File: src/rtl/core/gcms_ram.sv
module gcms_ram #(
  parameter int unsigned WIDTH = 16,
  parameter int unsigned DEPTH = 256
) (
  input  logic                     clk_i,
  input  logic                     we_i,
  input  logic [$clog2(DEPTH)-1:0] waddr_i,
  input  logic [WIDTH-1:0]         wdata_i,
  input  logic                     re_i,
  input  logic [$clog2(DEPTH)-1:0] raddr_i,
  output logic [WIDTH-1:0]         rdata_o
);

  logic [WIDTH-1:0] mem_q [DEPTH];
  logic [WIDTH-1:0] rdata_q;

  // read returns the old contents on a same-address write
  always_ff @(posedge clk_i) begin
    if (we_i) begin
      mem_q[waddr_i] <= wdata_i;
    end
    if (re_i) begin
      rdata_q <= mem_q[raddr_i];
    end
  end

  assign rdata_o = rdata_q;

endmodule

File: config.mk
export PLATFORM = sky130hd
export DESIGN_NAME = gcms_ram
export DESIGN_NICKNAME = d
export VERILOG_FILES = /design/src/rtl/core/gcms_ram.sv
export SDC_FILE = /design/constraint.sdc
export NUM_CORES = 2
export LEC_CHECK = 0
export BUFFER_PORTS_ARGS = -buffer_cell sky130_fd_sc_hd__buf_4
export CORE_MARGIN = 2
export CORE_UTILIZATION = 55
export CTS_BUF_LIST = sky130_fd_sc_hd__clkbuf_16
export DETAILED_ROUTE_END_ITERATION = 6
export PLACE_DENSITY = 0.67
export SYNTH_ARGS = -nofsm -noshare
export SYNTH_HDL_FRONTEND = slang
export SYNTH_SLANG_ARGS = --single-unit
File: constraint.sdc
create_clock -name clk_i -period 3.3 [get_ports clk_i]
set_clock_uncertainty 0.15 [all_clocks]
set_input_delay 0.33 -clock clk_i [delete_from_list [all_inputs] [get_ports clk_i]]
set_output_delay 0.33 -clock clk_i [all_outputs]
set_load 0.03 [all_outputs]
==> results.txt <==
largest net degree at the start of global routing -> 138
Routed met1 length -> 164.8 mm
CP Buf/Inv Count -> 1
# clock sinks -> 4112
Row Count -> 197
data arrival time of the critical path -> 3.83 ns
Worst Path Required -> 3.84 ns
worst slew pin tran -> 1.357 ns
layout cell share with drive strength beyond 1 -> 0.2976
first-pass GRT wire length -> 604.2 mm
CP Cell Sequence -> mux4_2, mux2_2, a22oi_1, nand2_1, o32ai_2, buf_4, nor4_1
Synth async-reset ratio -> 0
share of the synthesized area in the top cell type -> 0.7772
Cells after Synth -> 7360
MaxCap Viol Count -> 0
critical path type -> flop to flop
PortBufs -> 50
Worst slew margin -> 0.08744
worst skew pair latency -> 0.98 ns
Power Dens Cells -> 592.0 nW/um^2
GP Congestion -> 0.9355
Tmin final -> 3.295 ns
initial antenna violation count -> 22
switching share of total power -> 0.2171
drt wl/cell -> 34.29 um
GR Util All Layers -> 0.2908
Tot Pwr -> 108.9 mW
worst hold path type -> input pin to flop
Worst path max stage delay -> 0.70 ns
count of final setup violators -> 0
status -> completed
die width -> 541.5 um
Worst Setup End Kind -> flop
Top Layer Used -> met5
Flop pwr share -> 0.530
DR WL met2 -> 202.2 mm
Detailed Place HPWL -> 266.2 mm
Initial Utilization -> 0.5523
Final ANT Viol Nets -> 0
sequential-to-total area share from yosys stat -> 0.7772
drt drc -> 0
GRT overflow -> 0
drt pass-1 iters -> 5
Syn-to-layout area delta -> 15.80%
clk root buf -> clkbuf_16
Syn Nets -> 7395
Post-synth top flop -> edfxtp_1
Via Count -> 82890
TritonCTS Buffers -> 404
number of synthesized register bits -> 4112
Die Y -> 541.5 um
CTS H-tree depth -> 5
syn avg cell area -> 21.59 um^2
fmax -> 303.5 MHz
CTS tree -> built
Internal Pwr Total -> 85.27 mW
post-route setup TNS -> 0 ns
I/O pins -> 51
area leader, netlist -> edfxtp_1
Clock Power Share -> 0.414
Net Sw Power -> 23.64 mW
crit start category -> flop
die area -> 293200 um^2
CP max FO -> 1
CORE AREA -> 287700 um^2
RSZ-0062 raised after global routing -> false
1st-iter DRT viols -> 12393
final hold violations -> 0
Max VDD drop -> 468.7 uV
WL final -> 428.6 mm
Ys Warns -> 0
Yosys cell types -> 51
LEAKAGE -> 60.12 nW
number of flops mapped to enable cells by yosys -> 4112
slowest library cell on the worst path -> o32ai_2
Post-Syn Area -> 158900 um^2
Synth area leaders -> edfxtp_1 (78%), mux4_2 (11%), mux2i_1 (3.6%)
Final Cycle Share -> 0.9985
WL met3 -> 44.50 mm
Gate power share -> 0.056
kind of cell adding the most delay to the critical path -> compound AO/OA/AOI/OAI gates
pins over their slew limit -> 0
CTS max path bufs -> 4
vias in the first global route -> 81080
vias per cell -> 6.630
nets -> 8405
clk slew on worst S/H paths -> 0.06 ns
cells by family (layout without fill, tap and decap cells):
family	Yosys count	after routing	synth area share
other cells	0	8	0
compound gates	786	786	0.03534
buf+inv	456	1809	0.01692
mux	1450	1450	0.1548
simple gates	556	556	0.01573
flops	4112	4112	0.7772
cell type report:
cell class,count,area [um^2]
sequential,4112,123500
fill,18716,103700
multi-input combinational,2792,33010
clock buffer,407,10180
timing repair buffer,1056,9669
tap,3781,4731
clock inverter,342,2853
inverter,4,27.53
antenna,8,20.02
per-stage QoR:
stage / instance area, um^2 / hold WS (ns) / setup slack (ns) / util / std cells
floorplan: 158900 / 0.2789 / 0.5711 / - / 7360
global placement: 170600 / 0.6257 / -1.153 / 0.5932 / 11722
detailed placement: 170600 / 0.6298 / -1.109 / 0.5932 / 11722
CTS: 183900 / 0.01941 / 0.03500 / 0.6395 / 12494
global route: 184000 / 0.07407 / 0.03569 / 0.6395 / 12497
finish: 184000 / 0.09671 / 0.004939 / 0.6396 / 12502
state kept, by name (all words and copies together) (netlist names):
register	count
mem_q	4096
rdata_o	16
metal layers:
metal	global-route usage	vias up
li1	-	33347
met3	0.05177	747
met5	0	-
met4	0.1060	8
met2	0.4521	4922
met1	0.4184	43866
tightest hold or removal path: cells and delay by family:
kind / cells / cell delay, ns
buffers and inverters: 2 / 0.36
and+or+nand+nor: 3 / 0.29
worst paths after layout:
| kind | start | to | slack [ns] | cells past startpoint |
|---|---|---|---|---|
| setup / recovery | mem_q[0][5] | rdata_o[5] | 0.005 | 7 |
| setup reg to reg | mem_q[0][5] | rdata_o[5] | 0.005 | 7 |
| hold reg to reg | mem_q[96][2] | rdata_o[2] | 1.03 | 6 |
| hold / removal | waddr_i[7] | mem_q[36][1] | 0.1 | 5 |
synth_stat cells (18+ instances only):
library cell and instances:
a211oi_1 18, buf_2 76, a22o_1 32, nand2_1 38, nor2_1 304, mux2i_1 565, o21ai_0 37, a21oi_1 175
mux4_2 797, clkbuf_1 230, a221oi_1 28, mux2_2 88, buf_6 77, edfxtp_1 4112, nor3_1 92, buf_4 26
nand3_1 35, o221ai_1 252, a22oi_1 43, o32ai_1 20, o22ai_1 148, nand4_1 26, buf_1 27
power groups by stage:
stage / logic [mW] / registers [mW] / clock network, mW
3_5_place_dp: 6.03 / 58.8 / 0
4_1_cts: 6.08 / 57.7 / 45.6
5_1_grt: 6.34 / 57.7 / 47.5
3_3_place_gp: 5.93 / 58.8 / 0
6_report: 6.13 / 57.7 / 45.1
2_1_floorplan: 2.84 / 58.8 / 0
what timing repair did:
action	CTS	global route
endpoints found under the setup margin	4	1
gates cloned	0	0
resized for setup	4	1
buffers inserted	0	0
hold buffers	23	0
endpoints found under the hold margin	1963	0
cell usage in the layout, fill, tap and decap left out, types with 67 or more instances in the layout:
master	instances
mux2_2	88
clkinv_2	84
a21oi_1	175
mux4_2	797
inv_1	77
mux2i_1	565
buf_12	122
clkbuf_16	407
buf_4	891
nor3_1	89
o221ai_1	252
nor2_2	67
clkinv_1	99
edfxtp_1	4112
o22ai_1	148
nor2_1	236
Note: power is estimated with default switching activity, not from simulation.
